==> config.mk <==
export PLATFORM = sky130hd
export DESIGN_NAME = csv_field_splitter_unit
export DESIGN_NICKNAME = d
export VERILOG_FILES = /design/src/design/cfs_pkg.sv /design/src/design/csv_field_splitter_unit.sv /design/src/design/cfs_core.sv /design/src/design/cfs_out_reg.sv
export SDC_FILE = /design/constraint.sdc
export NUM_CORES = 1
export LEC_CHECK = 0
export CORE_MARGIN = 10
export CORE_UTILIZATION = 66
export CTS_BUF_LIST = sky130_fd_sc_hd__clkbuf_4 sky130_fd_sc_hd__clkbuf_8
export DETAILED_ROUTE_END_ITERATION = 6
export DONT_BUFFER_PORTS = 1
export PLACE_DENSITY = 0.79
export RECOVER_POWER = 100
export SYNTH_ARGS = -nofsm -noshare
export SYNTH_HDL_FRONTEND = slang
export SYNTH_HIERARCHICAL = 1
export SYNTH_SLANG_ARGS = --single-unit
==> constraint.sdc <==
create_clock -name clk -period 4.2 [get_ports clk]
set_clock_uncertainty 0.1 [all_clocks]
set_input_delay 0.42 -clock clk [delete_from_list [all_inputs] [get_ports clk]]
set_output_delay 0.42 -clock clk [all_outputs]
set_load 0.01 [all_outputs]
==> src/design/cfs_pkg.sv <==
// cfs_pkg: shared types and constants for the CSV field splitter.
// Used by the top level, cfs_core and cfs_out_reg; no dependencies.
package cfs_pkg;

  localparam int POS_W = 12;
  localparam int COL_W = 8;
  localparam int ROW_W = 16;

  localparam logic [POS_W-1:0] POS_MAX = {POS_W{1'b1}};
  localparam logic [COL_W-1:0] COL_MAX = {COL_W{1'b1}};
  localparam logic [ROW_W-1:0] ROW_MAX = {ROW_W{1'b1}};

  localparam logic [7:0] BYTE_NUL = 8'h00;
  localparam logic [7:0] BYTE_LF  = 8'h0a;
  localparam logic [7:0] BYTE_CR  = 8'h0d;

  localparam logic [7:0] DELIM_RESET = 8'd44;
  localparam logic [7:0] QUOTE_RESET = 8'd34;

  localparam logic CFG_DELIM = 1'b0;
  localparam logic CFG_QUOTE = 1'b1;

  typedef struct packed {
    logic [ROW_W-1:0] row_number;
    logic [COL_W-1:0] column_number;
    logic [POS_W-1:0] field_start;
    logic [POS_W-1:0] field_length;
    logic             was_quoted;
    logic             last_of_row;
    logic             end_of_data;
  } result_t;

endpackage

==> src/design/csv_field_splitter_unit.sv <==
// csv_field_splitter_unit: CSV byte stream to field descriptors, top level.
// Depends on cfs_pkg, cfs_core and cfs_out_reg.
//
//   channel  | signals                         | moves
//   ---------+---------------------------------+------------------------------
//   in       | in_vld, in_stall, in_data_byte  | one text byte per transfer
//   out      | out_vld, out_stall, out_*       | one closed field per transfer
//   cfg      | cfg_we, cfg_index, cfg_wdata    | delimiter / quote byte write
//
// One byte per cycle unless the input stalls: input register, then the
// tokenizer update, then the result register. A field is valid at the output
// once the byte that closes it has passed the input and result registers.
// Synchronous active-low reset clears valids and tokenizer state; delimiter
// returns to ',' and quote to '"'. An output stall holds the result; the input
// stalls only when a field-closing byte meets a full, stalled result register.
module csv_field_splitter_unit (
  input  logic        clk,
  input  logic        rst_n,
  input  logic        in_vld,
  output logic        in_stall,
  input  logic [7:0]  in_data_byte,
  output logic        out_vld,
  input  logic        out_stall,
  output logic [15:0] out_row_number,
  output logic [7:0]  out_column_number,
  output logic [11:0] out_field_start,
  output logic [11:0] out_field_length,
  output logic        out_was_quoted,
  output logic        out_last_of_row,
  output logic        out_end_of_data,
  input  logic        cfg_we,
  input  logic        cfg_index,
  input  logic [7:0]  cfg_wdata
);

  logic             s1_vld_r, s1_vld_nxt;
  logic [7:0]       s1_data_r;
  logic [7:0]       delim_r, quote_r;
  logic             proc, res_vld, res_free;
  cfs_pkg::result_t res, out_res;

  assign in_stall   = s1_vld_r && !proc;
  assign s1_vld_nxt = (in_vld && !in_stall) || (s1_vld_r && !proc);

  always_ff @(posedge clk) begin
    if (!rst_n) begin
      s1_vld_r <= 1'b0;
      delim_r  <= cfs_pkg::DELIM_RESET;
      quote_r  <= cfs_pkg::QUOTE_RESET;
    end else begin
      s1_vld_r <= s1_vld_nxt;
      if (cfg_we && (cfg_index == cfs_pkg::CFG_DELIM)) begin
        delim_r <= cfg_wdata;
      end
      if (cfg_we && (cfg_index == cfs_pkg::CFG_QUOTE)) begin
        quote_r <= cfg_wdata;
      end
    end
  end

  always_ff @(posedge clk) begin
    if (in_vld && !in_stall) begin
      s1_data_r <= in_data_byte;
    end
  end

  cfs_core u_core (
    .clk            (clk),
    .rst_n          (rst_n),
    .byte_vld       (s1_vld_r),
    .byte_data      (s1_data_r),
    .delimiter_char (delim_r),
    .quote_char     (quote_r),
    .res_free       (res_free),
    .proc           (proc),
    .res_vld        (res_vld),
    .res            (res)
  );

  cfs_out_reg u_out (
    .clk       (clk),
    .rst_n     (rst_n),
    .load      (res_vld),
    .res       (res),
    .out_stall (out_stall),
    .free      (res_free),
    .out_vld   (out_vld),
    .out_res   (out_res)
  );

  assign out_row_number    = out_res.row_number;
  assign out_column_number = out_res.column_number;
  assign out_field_start   = out_res.field_start;
  assign out_field_length  = out_res.field_length;
  assign out_was_quoted    = out_res.was_quoted;
  assign out_last_of_row   = out_res.last_of_row;
  assign out_end_of_data   = out_res.end_of_data;

endmodule

==> src/design/cfs_core.sv <==
// cfs_core: tokenizer state and per-byte update, one byte per cycle unless stalled.
// Depends on cfs_pkg.
module cfs_core (
  input  logic                  clk,
  input  logic                  rst_n,
  input  logic                  byte_vld,
  input  logic [7:0]            byte_data,
  input  logic [7:0]            delimiter_char,
  input  logic [7:0]            quote_char,
  input  logic                  res_free,
  output logic                  proc,
  output logic                  res_vld,
  output cfs_pkg::result_t      res
);

  logic                        in_quotes_r, in_quotes_nxt;
  logic                        quote_seen_r, quote_seen_nxt;
  logic                        pending_cr_r, pending_cr_nxt;
  logic [cfs_pkg::POS_W-1:0]   text_count_r, text_count_nxt;
  logic [cfs_pkg::POS_W-1:0]   start_offset_r, start_offset_nxt;
  logic [cfs_pkg::POS_W-1:0]   row_position_r, row_position_nxt;
  logic [cfs_pkg::COL_W-1:0]   column_r, column_nxt;
  logic [cfs_pkg::ROW_W-1:0]   row_r, row_nxt;

  logic                        crlf, is_q, inq1, qs1, eod, cr, lf, dl, emit;
  logic [cfs_pkg::POS_W-1:0]   tc1, tc_emit, tc_inc, pos_inc;

  always_comb begin
    crlf    = pending_cr_r && (byte_data == cfs_pkg::BYTE_LF);
    tc1     = (pending_cr_r && (text_count_r != cfs_pkg::POS_MAX)) ?
              text_count_r + 1'b1 : text_count_r;
    tc_emit = crlf ? text_count_r : tc1;
    is_q    = !crlf && (byte_data == quote_char);
    inq1    = in_quotes_r ^ is_q;
    qs1     = quote_seen_r | is_q;
    eod     = !crlf && (byte_data == cfs_pkg::BYTE_NUL);
    cr      = !crlf && !eod && !inq1 && (byte_data == cfs_pkg::BYTE_CR);
    lf      = !crlf && !eod && !inq1 && (byte_data == cfs_pkg::BYTE_LF);
    dl      = !crlf && !eod && !inq1 && !cr && !lf && (byte_data == delimiter_char);
    emit    = crlf || lf || eod || dl;
    tc_inc  = (tc1 != cfs_pkg::POS_MAX) ? tc1 + 1'b1 : tc1;
    pos_inc = (row_position_r != cfs_pkg::POS_MAX) ? row_position_r + 1'b1 :
              row_position_r;

    proc    = byte_vld && (res_free || !emit);
    res_vld = proc && emit;

    res.row_number    = row_r;
    res.column_number = column_r;
    res.field_start   = (qs1 && (start_offset_r != cfs_pkg::POS_MAX)) ?
                        start_offset_r + 1'b1 : start_offset_r;
    res.field_length  = !qs1 ? tc_emit :
                        (tc_emit >= cfs_pkg::POS_W'(2)) ? tc_emit - cfs_pkg::POS_W'(2) :
                        '0;
    res.was_quoted    = qs1;
    res.last_of_row   = crlf || lf || eod;
    res.end_of_data   = eod;
  end

  always_comb begin
    in_quotes_nxt    = inq1;
    quote_seen_nxt   = qs1;
    pending_cr_nxt   = 1'b0;
    text_count_nxt   = tc_inc;
    start_offset_nxt = start_offset_r;
    row_position_nxt = pos_inc;
    column_nxt       = column_r;
    row_nxt          = row_r;
    if (crlf || lf) begin
      in_quotes_nxt    = 1'b0;
      quote_seen_nxt   = 1'b0;
      text_count_nxt   = '0;
      start_offset_nxt = '0;
      row_position_nxt = '0;
      column_nxt       = '0;
      row_nxt          = (row_r != cfs_pkg::ROW_MAX) ? row_r + 1'b1 : row_r;
    end else if (eod) begin
      in_quotes_nxt    = 1'b0;
      quote_seen_nxt   = 1'b0;
      text_count_nxt   = '0;
      start_offset_nxt = '0;
      row_position_nxt = '0;
      column_nxt       = '0;
      row_nxt          = '0;
    end else if (cr) begin
      pending_cr_nxt   = 1'b1;
      text_count_nxt   = tc1;
    end else if (dl) begin
      quote_seen_nxt   = 1'b0;
      text_count_nxt   = '0;
      start_offset_nxt = pos_inc;
      column_nxt       = (column_r != cfs_pkg::COL_MAX) ? column_r + 1'b1 : column_r;
    end
  end

  always_ff @(posedge clk) begin
    if (!rst_n) begin
      in_quotes_r    <= 1'b0;
      quote_seen_r   <= 1'b0;
      pending_cr_r   <= 1'b0;
      text_count_r   <= '0;
      start_offset_r <= '0;
      row_position_r <= '0;
      column_r       <= '0;
      row_r          <= '0;
    end else if (proc) begin
      in_quotes_r    <= in_quotes_nxt;
      quote_seen_r   <= quote_seen_nxt;
      pending_cr_r   <= pending_cr_nxt;
      text_count_r   <= text_count_nxt;
      start_offset_r <= start_offset_nxt;
      row_position_r <= row_position_nxt;
      column_r       <= column_nxt;
      row_r          <= row_nxt;
    end
  end

endmodule

==> src/design/cfs_out_reg.sv <==
// cfs_out_reg: result register holding one field until the transfer completes.
// Depends on cfs_pkg.
module cfs_out_reg (
  input  logic             clk,
  input  logic             rst_n,
  input  logic             load,
  input  cfs_pkg::result_t res,
  input  logic             out_stall,
  output logic             free,
  output logic             out_vld,
  output cfs_pkg::result_t out_res
);

  logic             vld_r, vld_nxt;
  cfs_pkg::result_t res_r;

  assign free    = !vld_r || !out_stall;
  assign vld_nxt = load || (vld_r && out_stall);
  assign out_vld = vld_r;
  assign out_res = res_r;

  always_ff @(posedge clk) begin
    if (!rst_n) begin
      vld_r <= 1'b0;
    end else begin
      vld_r <= vld_nxt;
    end
  end

  always_ff @(posedge clk) begin
    if (load) begin
      res_r <= res;
    end
  end

endmodule

==> results of run 1 <==
[cell usage after synthesis, drive strengths merged (9+ instances only)]
master	n	area, µm²
and2	14	90.09
xnor2	35	314.1
nand4	17	106.4
clkbuf	18	68.81
buf	25	171.4
nor3	10	50.05
nand3	35	202.7
a31oi	17	133.9
dfxtp	81	1622
or3	9	56.30
edfxtp	59	1772
nand2	77	289.0
inv	16	60.06
and3	27	168.9
xor2	22	192.7
nor2	61	249.0
mux2i	18	187.7
o21ai	45	229.0
nor4	12	87.58
o211ai	11	87.58
a21oi	43	219.0
[flip-flops by register name, indices dropped and copies added, names as in the netlist, 8 cells and up]
register and count:
delim_r 8, quote_r 8, s1_data_r 8, u_core/column_r 8, u_core/row_position_r 12, u_core/row_r 16, u_core/start_offset_r 12, u_core/text_count_r 12
u_out/out_res 51
[worst max-delay path, cell delays in order (launching register included)]
cell	delay, ns
dfxtp_1	0.48
ha_1	0.33
nand2_1	0.19
o41ai_2	0.74
mux2_1	0.41
ha_1	0.24
and3_1	0.18
and3_1	0.22
or4_1	0.51
a32o_1	0.25
[report_power, final]
part / switching (W) / total, W / internal, W
clock: 0.000525 / 0.00103 / 0.000501
sequential: 0.0000232 / 0.00145 / 0.00143
combinational: 0.0000618 / 0.000107 / 0.0000451
total: 0.000610 / 0.00258 / 0.00197
[area by class of cell]
cell class / instances / share of cell area
Tap cell: 140 / 0.02275
Multi-Input combinational cell: 561 / 0.4630
Clock inverter: 11 / 0.01430
Timing Repair Buffer: 15 / 0.01674
Clock buffer: 20 / 0.03413
Sequential cell: 140 / 0.4408
Inverter: 17 / 0.008289
[per-layer routing]
| layer | part of all wire | wire (µm) |
|---|---|---|
| met1 | 0.42 | 7273 |
| met2 | 0.48 | 8328 |
| met3 | 0.070 | 1203 |
| met4 | 0.021 | 366 |
| met5 | 0 | 0 |
[worst max-delay path by stage]
stage / startpoint / endpoint / slack, ns
2_1_floorplan: s1_data_r[4] / u_core/start_offset_r[1] / 0.76
3_3_place_gp: u_core/text_count_r[1] / u_core/text_count_r[7] / 0.74
3_5_place_dp: u_core/text_count_r[1] / u_core/text_count_r[7] / 0.64
4_1_cts: s1_data_r[4] / in_stall / 0.60
5_1_grt: s1_data_r[6] / u_core/row_r[11] / 0.20
6_report: u_core/text_count_r[1] / u_core/text_count_r[7] / 0.45
[cell families after synthesis]
group,Yosys count,synth area share
flip-flops,140,0.4648
AO/OA/AOI/OAI,168,0.1541
XOR/XNOR,57,0.06941
AND/OR/NAND/NOR,306,0.2247
multiplexers,23,0.03342
adder cells (fa/ha/maj),7,0.01200
buffers and inverters,60,0.04164
[through the flow]
stage	hold slack, ns	area [µm²]	cells	setup slack (ns)
after CTS	0.0007810	7744	904	0.5966
after global routing	0.0007339	7699	904	0.1977
after detailed placement	0.3672	7281	864	0.6352
after floorplan	0.3314	7301	761	0.7569
final	0.01746	7699	904	0.4460
after global placement	0.3543	7281	864	0.7429
==> out/results.ini, run 1 <==
[setup_path]
crit_required_ns=4.43
r2r_setup_slack_ns=0.45
r2r_start=u_core/text_count_r[1]
cp-start-kind=flop
crit_arrival_ns=3.99
endpoint_kind=flop
reg2reg_depth=9
criticalPathCategory=reg2reg
rr_endpoint=u_core/text_count_r[7]
worstPathMaxFanout=8

[power_and_ir_drop]
irDropWorstVdd_mv=0.2212
p_total_w=0.002583
power.density_nw_per_um2=335.6
p_leak_nw=2.643

[global_route]
grt_pass1_vias=5548
grt_max_degree=46
busiest_layer=met2
antenna_found_initial=0
track_usage=0.2147
grt.met1_usage=0.2607
grt_first_pass_wirelength_um=28430
grtUsageMet2=0.3554
use_met3=0.05999
gr-total-overflow=0

[clock_network]
cts_setup_buffers=0
cts_made_buffers=17
insertion_delay_ns=0.45
ctsHoldBuffers=9
clock_sinks=140
post_cts_resized=0
htree_levels=4
clk_pin_slew_ns=0.08
clock_path_buffers=2
cts_tree=yes
cts-root-buf=clkbuf_8

[final_layout]
diodes=0
syn_to_final_growth_pct=5.450
fillers=795
drive_above_1_share=0.08508
multi_input_area_um2=3565
fin_util=0.7102
register_area_um2=3393
final_common_cell=dfxtp_1
fin_nets=781
final_cell_mix=dfxtp_1 (81), nand2_1 (77), edfxtp_1 (59)

[min_path]
min_delay_worst_endpoint=s1_vld_r
min_path_type=in2reg
hold_start=rst_n
holdPathStages=1

[floorplanning]
die_h_um=125.2
ios=75
die_area_um2=15670
initial_core_util=0.6735
die_w_um=125.2
num_rows=38
core_um2=10840

[timing]
grt_setup_unrepaired=false
drv_slew=0
timing.fmax_mhz=266.4
relSlewSlack=0.3797
tightest_slew_ns=0.9248
fin_crit_ns=3.754
fin_crit_sh=0.8938
setup-violations-final=0
fin_setup_tns_ns=0
hold_viol=0

[routing]
vias=5738
drt_iter0_drc=446
drc=0
wl_um=17170
ant_nets=0
drt_pass1_iterations=5
via_per_inst=6.347
routedWlPerCell_um=19.00

[placed_design]
portBuffers=0
dp_hpwl_um=11830
gp_congestion=0.8518

[flow_run]
drv_cap=0

[logic_synthesis]
synth_warnings=6
synth.distinct_cells=80
synthCells=761
async_reset_ff_frac=0
syn_area_per_cell_um2=9.594
synth-edff-count=59
synth_ff_type=dfxtp_1
syn-cell-area_um2=7301
syn_nets=790
ys_seq_elements=140
ys_seq_area_frac=0.4648

[run_status]
status=finished clean

No activity file was read; power rests on OpenSTA's default activity.
==> run 2: changes to the inputs <==
CORE_UTILIZATION = 40   (was 66)
PLACE_DENSITY = 0.51   (was 0.79)
==> run 2 against run 1 <==
  * Sequential cell count unchanged
  * Non-clock buffer count is 6 higher
  * Via count shrank 0.49%
  * Global-route usage is 6.3 points lower
  * Sequential power barely moved
  * Sequential share of layout area down 1.1 points
  * Fmax increased by 0.89%
  * Final cell count is 11% higher
  * Total power up 2.6%
  * Count of clock-buffer cells in the layout grew 1
  * First-iteration DRC count fell by 7.2%
  * Die area is 54% higher
  * Largest cell class unchanged
  * Largest power group unchanged
==> out/results.ini, run 2 (synthesis results as in run 1) <==
[run_status]
status=finished clean

[clock_network]
clock_path_buffers=2  ; unchanged
htree_levels=4  ; unchanged
cts_tree=yes
cts_setup_buffers=0  ; unchanged
cts-root-buf=clkbuf_8
clock_sinks=140  ; unchanged
post_cts_resized=0  ; unchanged
clk_pin_slew_ns=0.07  ; about the same
cts_made_buffers=17  ; unchanged
insertion_delay_ns=0.46  ; about the same

[routing]
vias=5710  ; -0.49%
wl_um=18090  ; +5.3%
drt_iter0_drc=414  ; -7.2%
ant_nets=0  ; unchanged
via_per_inst=5.710  ; -10%
drc=0  ; unchanged
drt_pass1_iterations=5  ; unchanged
routedWlPerCell_um=18.09  ; -4.8%

[floorplanning]
die_h_um=155.1  ; +24%
num_rows=49  ; +29%
core_um2=17960  ; +66%
ios=75  ; unchanged
die_w_um=155.1  ; +24%
die_area_um2=24060  ; +54%
initial_core_util=0.4064  ; -0.2671

[final_layout]
largest_reg_flops=51  ; unchanged
diodes=0  ; unchanged
drive_above_1_share=0.08171  ; -0.003366
fillers=1727  ; +120%
final_cell_mix=dfxtp_1 (81), nand2_1 (77), edfxtp_1 (59)
fin_cells=1000  ; +11%
syn_to_final_growth_pct=8.209
final_common_cell=dfxtp_1
fin_nets=787  ; +0.77%

[global_route]
grt_pass1_vias=5602  ; +0.97%
antenna_found_initial=0  ; unchanged
gr-total-overflow=0  ; unchanged
track_usage=0.1517  ; -0.06306
grt_max_degree=30  ; -35%
grt_first_pass_wirelength_um=29750  ; +4.7%

[setup_path]
endpoint_kind=flop
r2r_start=u_core/text_count_r[1]
worstPathMaxFanout=8  ; unchanged
criticalPathCategory=reg2reg
crit_required_ns=4.44  ; about the same
r2r_setup_slack_ns=0.48  ; +0.03 ns
crit_arrival_ns=3.97  ; -0.02 ns
reg2reg_depth=9  ; unchanged
rr_endpoint=u_core/text_count_r[1]
cp-start-kind=flop

[timing]
fin_crit_ns=3.721  ; -0.03316 ns
setup-violations-final=0  ; unchanged
drv_slew=0  ; unchanged
tightest_slew_ns=1.127  ; +0.2025 ns
grt_setup_unrepaired=false
relSlewSlack=0.2476  ; -0.1321
timing.fmax_mhz=268.8  ; +0.89%
fin_crit_sh=0.8859  ; -0.007896
hold_viol=0  ; unchanged
fin_setup_tns_ns=0  ; unchanged

[placed_design]
place_inst=954  ; +10%
portBuffers=0  ; unchanged
dp_hpwl_um=12380  ; +4.6%
gp_congestion=0.8233  ; -3.3%

[min_path]
holdPathStages=2  ; +1
min_path_type=in2reg
min_delay_worst_endpoint=u_core/row_position_r[2]
hold_start=rst_n

[flow_run]
drv_cap=0  ; unchanged

[power_and_ir_drop]
power.density_nw_per_um2=335.4  ; about the same
irDropWorstVdd_mv=0.1983  ; -10%
p_leak_nw=2.678  ; +1.3%

run 2: cell count changes in the layout (fill, tap and decap cells not counted), sizes merged:
cell and change:
clkinv +3, dlygate4sd3 +5, inv -4, buf +2, bufinv +1
run 2: worst max-delay path: stages (launching register included):
cell	delay, ns
dfxtp_1	0.47
ha_1	0.34
nand2_1	0.20
o41ai_4	0.59
mux2_1	0.39
ha_1	0.23
and3_1	0.18
a31oi_1	0.54
mux2_1	0.38
a22o_1	0.19
run 2: metal layers:
| layer | up-vias | global-route usage | wire [µm] |
|---|---|---|---|
| li1 | 2783 | - | - |
| met1 | 2731 | 0.1936 | 8471 |
| met2 | 175 | 0.2360 | 8158 |
| met3 | 21 | 0.04577 | 1172 |
| met4 | 0 | 0.05713 | 284 |
| met5 | - | 0 | 0 |
run 2: worst max-delay path by stage:
stage | startpoint | endpoint | slack, ns | cells past startpoint
final | u_core/text_count_r[1] | u_core/text_count_r[1] | 0.48 | 9
after detailed placement | u_core/text_count_r[0] | u_core/text_count_r[7] | 0.66 | 9
after floorplan | s1_data_r[4] | u_core/start_offset_r[1] | 0.76 | 8
after global routing | u_core/text_count_r[1] | u_core/text_count_r[1] | 0.26 | 9
after CTS | s1_data_r[4] | in_stall | 0.55 | 8
after global placement | u_core/text_count_r[0] | u_core/text_count_r[7] | 0.71 | 9
run 2: report_power, final:
part | internal [W] | switching (W) | total (W) | leakage (nW)
registers | 0.00143 | 0.0000227 | 0.00145 | 1.12
clock network | 0.000559 | 0.000524 | 0.00108 | 0.191
logic | 0.0000489 | 0.0000670 | 0.000116 | 1.37
run 2: area by class of cell:
class / count / area [µm²] / area share
well taps: 229 / 286.5 / 0.03627
clock inverters: 11 / 121.4 / 0.01536
inverters: 17 / 63.81 / 0.008077
clock buffers: 21 / 270.3 / 0.03421
multi-input cells: 561 / 3563 / 0.4511
flip-flops and latches: 140 / 3393 / 0.4295
repair buffers: 21 / 201.4 / 0.02550
run 2: timing repair:
| item | 4_1_cts | 5_1_grt |
|---|---|---|
| hold buffers | 14 | 0 |
| endpoints found under the hold margin | 33 | 0 |
| endpoints found under the setup margin | 0 | 0 |
run 2: metrics by stage:
stage	hold slack (ns)	total power [W]	setup slack [ns]	util	instance area, µm²
finish	0.02945	0.002650	0.4792	0.4398	7900
global route	0.007170	0.002761	0.2622	0.4398	7900
CTS	0.001013	0.002687	0.5520	0.4422	7944
detailed placement	0.3612	0.001583	0.6641	0.4126	7412
global placement	0.3604	0.001581	0.7102	0.4126	7412
floorplan	0.3314	0.001565	0.7569	-	7301
==> run 3: changes to the inputs <==
ABC_AREA = 1   (was unset)
BUFFER_PORTS_ARGS = -buffer_cell sky130_fd_sc_hd__buf_4   (was unset)
DONT_BUFFER_PORTS = unset   (was 1)
PLACE_DENSITY = 0.55   (was 0.51)
SKIP_CTS_REPAIR_TIMING = 1   (was unset)
==> run 3 against run 2 <==
  * Wire length is 1.8% higher
  * Area after synthesis is 5.0% higher
  * Synthesized cell count is 30% higher
  * Global-route usage hardly changed
  * Clock power is 4% lower
  * Setup slack better by 0.18 ns
  * Count of clock-buffer cells in the layout is 1 lower
  * Fmax is 5.0% higher
==> out/results.ini, run 3 <==
[run_status]
status=finished clean

[clock_network]
cts_tree=yes
clock_sinks=140  ; unchanged
clk_pin_slew_ns=0.08  ; about the same
clock_path_buffers=2  ; unchanged
htree_levels=4  ; unchanged
cts-root-buf=clkbuf_8
insertion_delay_ns=0.45  ; about the same
cts_made_buffers=17  ; unchanged

[routing]
wl_um=18420  ; +1.8%
drt_iter0_drc=428  ; +3.4%
vias=6466  ; +13%
routedWlPerCell_um=14.05  ; -22%
ant_nets=0  ; unchanged
via_per_inst=4.932  ; -14%
drt_pass1_iterations=5  ; unchanged
drc=0  ; unchanged

[power_and_ir_drop]
irDropWorstVdd_mv=0.1819  ; -8.3%
p_total_w=0.002648  ; about the same
p_sw_w=0.0006634  ; +8.1%
intPower_w=0.001984  ; -2.5%
power.density_nw_per_um2=312.4  ; -6.9%
p_leak_nw=3.368  ; +26%
pwr-share-comb=0.057  ; +0.013
netSwitchingFraction=0.2506  ; +0.01898
power.share.sequential=0.548  ; about the same
clockPowerShare=0.394  ; -0.015

[final_layout]
syn_to_final_growth_pct=10.51
largest_reg_flops=51  ; unchanged
register_area_um2=3393  ; unchanged
fin_nets=1093  ; +39%
fin_area_um2=8474  ; +7.3%
fin_cells=1311  ; +31%
fillers=2001  ; +16%
final_common_cell=nand2_1
final_cell_mix=nand2_1 (249), nor2_1 (124), inv_1 (101)
drive_above_1_share=0.1012  ; +0.01949
multi_input_area_um2=3590  ; +0.74%
diodes=0  ; unchanged

[global_route]
grt_first_pass_wirelength_um=30910  ; +3.9%
grt_pass1_vias=6212  ; +11%
antenna_found_initial=0  ; unchanged
grt_max_degree=44  ; +47%
track_usage=0.1518  ; about the same
gr-total-overflow=0  ; unchanged

[placed_design]
placed_area_um2=8403  ; +13%
dp_hpwl_um=13370  ; +8.1%
place_inst=1279  ; +34%
gp_congestion=0.8832  ; +7.3%
portBuffers=74  ; +74

[setup_path]
worstPathMaxFanout=30  ; +22
worstPathCellList=inv_1 -> nand2_1 -> nor2_1 -> nand4_2 -> buf_4 -> nand3_1 -> nand2_1 -> a21oi_4 -> nand2_2 -> nand2_4 -> nand2_4 -> inv_4 -> inv_1 -> nand2_1 -> inv_1 -> clkbuf_1
cp-start-kind=flop
criticalPathCategory=reg2out
endpoint_kind=output port
cpMaxStageDelayCell=edfxtp_1
crit_buf_inv=6  ; +6
max_stage_delay_ns=0.44  ; -0.15 ns
crit_arrival_ns=3.02  ; -0.95 ns
cp_top_family=simple AND/OR/NAND/NOR gates
crit_required_ns=3.68  ; -0.76 ns

[min_path]
min_path_type=in2reg

[timing]
relSlewSlack=0.4133  ; +0.1657
drv_slew=0  ; unchanged
hold_viol=0  ; unchanged
fin_crit_sh=0.8440  ; -0.04191
setup-violations-final=0  ; unchanged
fin_setup_tns_ns=0  ; unchanged
tightest_slew_ns=0.8768  ; -0.2505 ns
timing.fmax_mhz=282.1  ; +5.0%
grt_setup_unrepaired=false
fin_crit_ns=3.545  ; -0.1760 ns

[logic_synthesis]
yosysTopAreaCell=edfxtp_1
syn_area_per_cell_um2=7.723  ; -20%
ys_seq_area_frac=0.4425  ; -0.02229
synth_top_area_frac=0.2310  ; -0.01164
synth_warnings=6  ; unchanged
syn_nets=1022  ; +29%
synth_area_leaders=edfxtp_1 (23%), dfxtp_1 (21%), nand2_1 (12%)
async_reset_ff_frac=0  ; unchanged
yosysMostFrequentCell=nand2_1
netlist_top_cells_count=nand2_1 (246), nor2_1 (118), inv_1 (98)
syn-cell-area_um2=7669  ; +5.0%
synth-edff-count=59  ; unchanged
ys_seq_elements=140  ; unchanged
synth_ff_type=dfxtp_1
synth.distinct_cells=48  ; -40%
synthCells=993  ; +30%

[floorplanning]
core_um2=18770  ; +4.5%
initial_core_util=0.4086  ; +0.002178
die_h_um=158.5  ; +2.2%
num_rows=50  ; +2.0%
ios=75  ; unchanged
die_w_um=158.5  ; +2.2%
die_area_um2=25110  ; +4.4%

[flow_run]
drv_cap=0  ; unchanged

==> run 3: changes by cell type after synthesis, sizes merged, moves of 16 or more <==
| cell | change |
|---|---|
| nand2 | +187 |
| a31oi | -16 |
| xor2 | +18 |
| inv | +96 |
| and3 | -27 |
| mux2i | -18 |
| nand3 | +56 |
| nor2 | +74 |
| xnor2 | -23 |
==> run 3: kinds of logic after synthesis <==
group,Yosys count,share of synthesized area
AOI/OAI and AO/OA,116,0.08925
xor gates and xnor gates,52,0.06037
adders and majority gates,7,0.01142
buffers and inverters,142,0.07946
DFF,140,0.4425
and+or+nand+nor,536,0.3170
==> run 3: worst register-to-register path: cells and delay by family, from the launching register on <==
kind / cells / cell delay (ns)
simple gates: 9 / 1.38
buf+inv: 3 / 1.22
flops: 1 / 0.44
==> run 3: cell type report <==
cell class              instances  area share
repair buffers                 81     0.04621
flip-flops and latches        140      0.4004
clock buffers                  20     0.03101
well taps                     234     0.03455
clock inverters                12     0.01344
inverters                     113     0.05079
multi-input cells             711      0.4236
==> run 3: final timing paths <==
path | slack (ns) | startpoint | depth (start not counted) | end
max | 0.66 | s1_data_r[4] | 16 | in_stall
min | 0.07 | in_data_byte[4] | 1 | s1_data_r[4]
max reg2reg | 0.68 | s1_data_r[4] | 12 | u_out/out_res[14]
min reg2reg | 0.38 | u_core/in_quotes_r | 2 | u_core/in_quotes_r
==> run 3: layer usage <==
metal | GRT usage | up-vias | wire (µm)
met5 | 0 | - | 0
met3 | 0.03481 | 14 | 824
met2 | 0.2366 | 144 | 8181
met4 | 0.04588 | 0 | 226
met1 | 0.2046 | 2932 | 9182
li1 | - | 3376 | -
==> run 3: power by group through the flow <==
| stage | registers [W] | clock network [W] | logic (W) |
|---|---|---|---|
| after detailed placement | 0.00148 | 0 | 0.000161 |
| after global routing | 0.00146 | 0.00114 | 0.000176 |
| final | 0.00145 | 0.00104 | 0.000152 |
| after floorplan | 0.00148 | 0 | 0.000118 |
| after CTS | 0.00145 | 0.00109 | 0.000161 |
| after global placement | 0.00148 | 0 | 0.000161 |
==> run 3: per-stage QoR <==
| step | utilization | worst slack [ns] | hold WS [ns] |
|---|---|---|---|
| final | 0.4515 | 0.6552 | 0.07131 |
| after global routing | 0.4515 | 0.2756 | 0.04781 |
| after CTS | 0.4678 | 0.7574 | 0.01488 |
| after detailed placement | 0.4477 | 0.9198 | 0.3653 |
| after global placement | 0.4477 | 1.000 | 0.3423 |
| after floorplan | - | 0.8126 | 0.3249 |
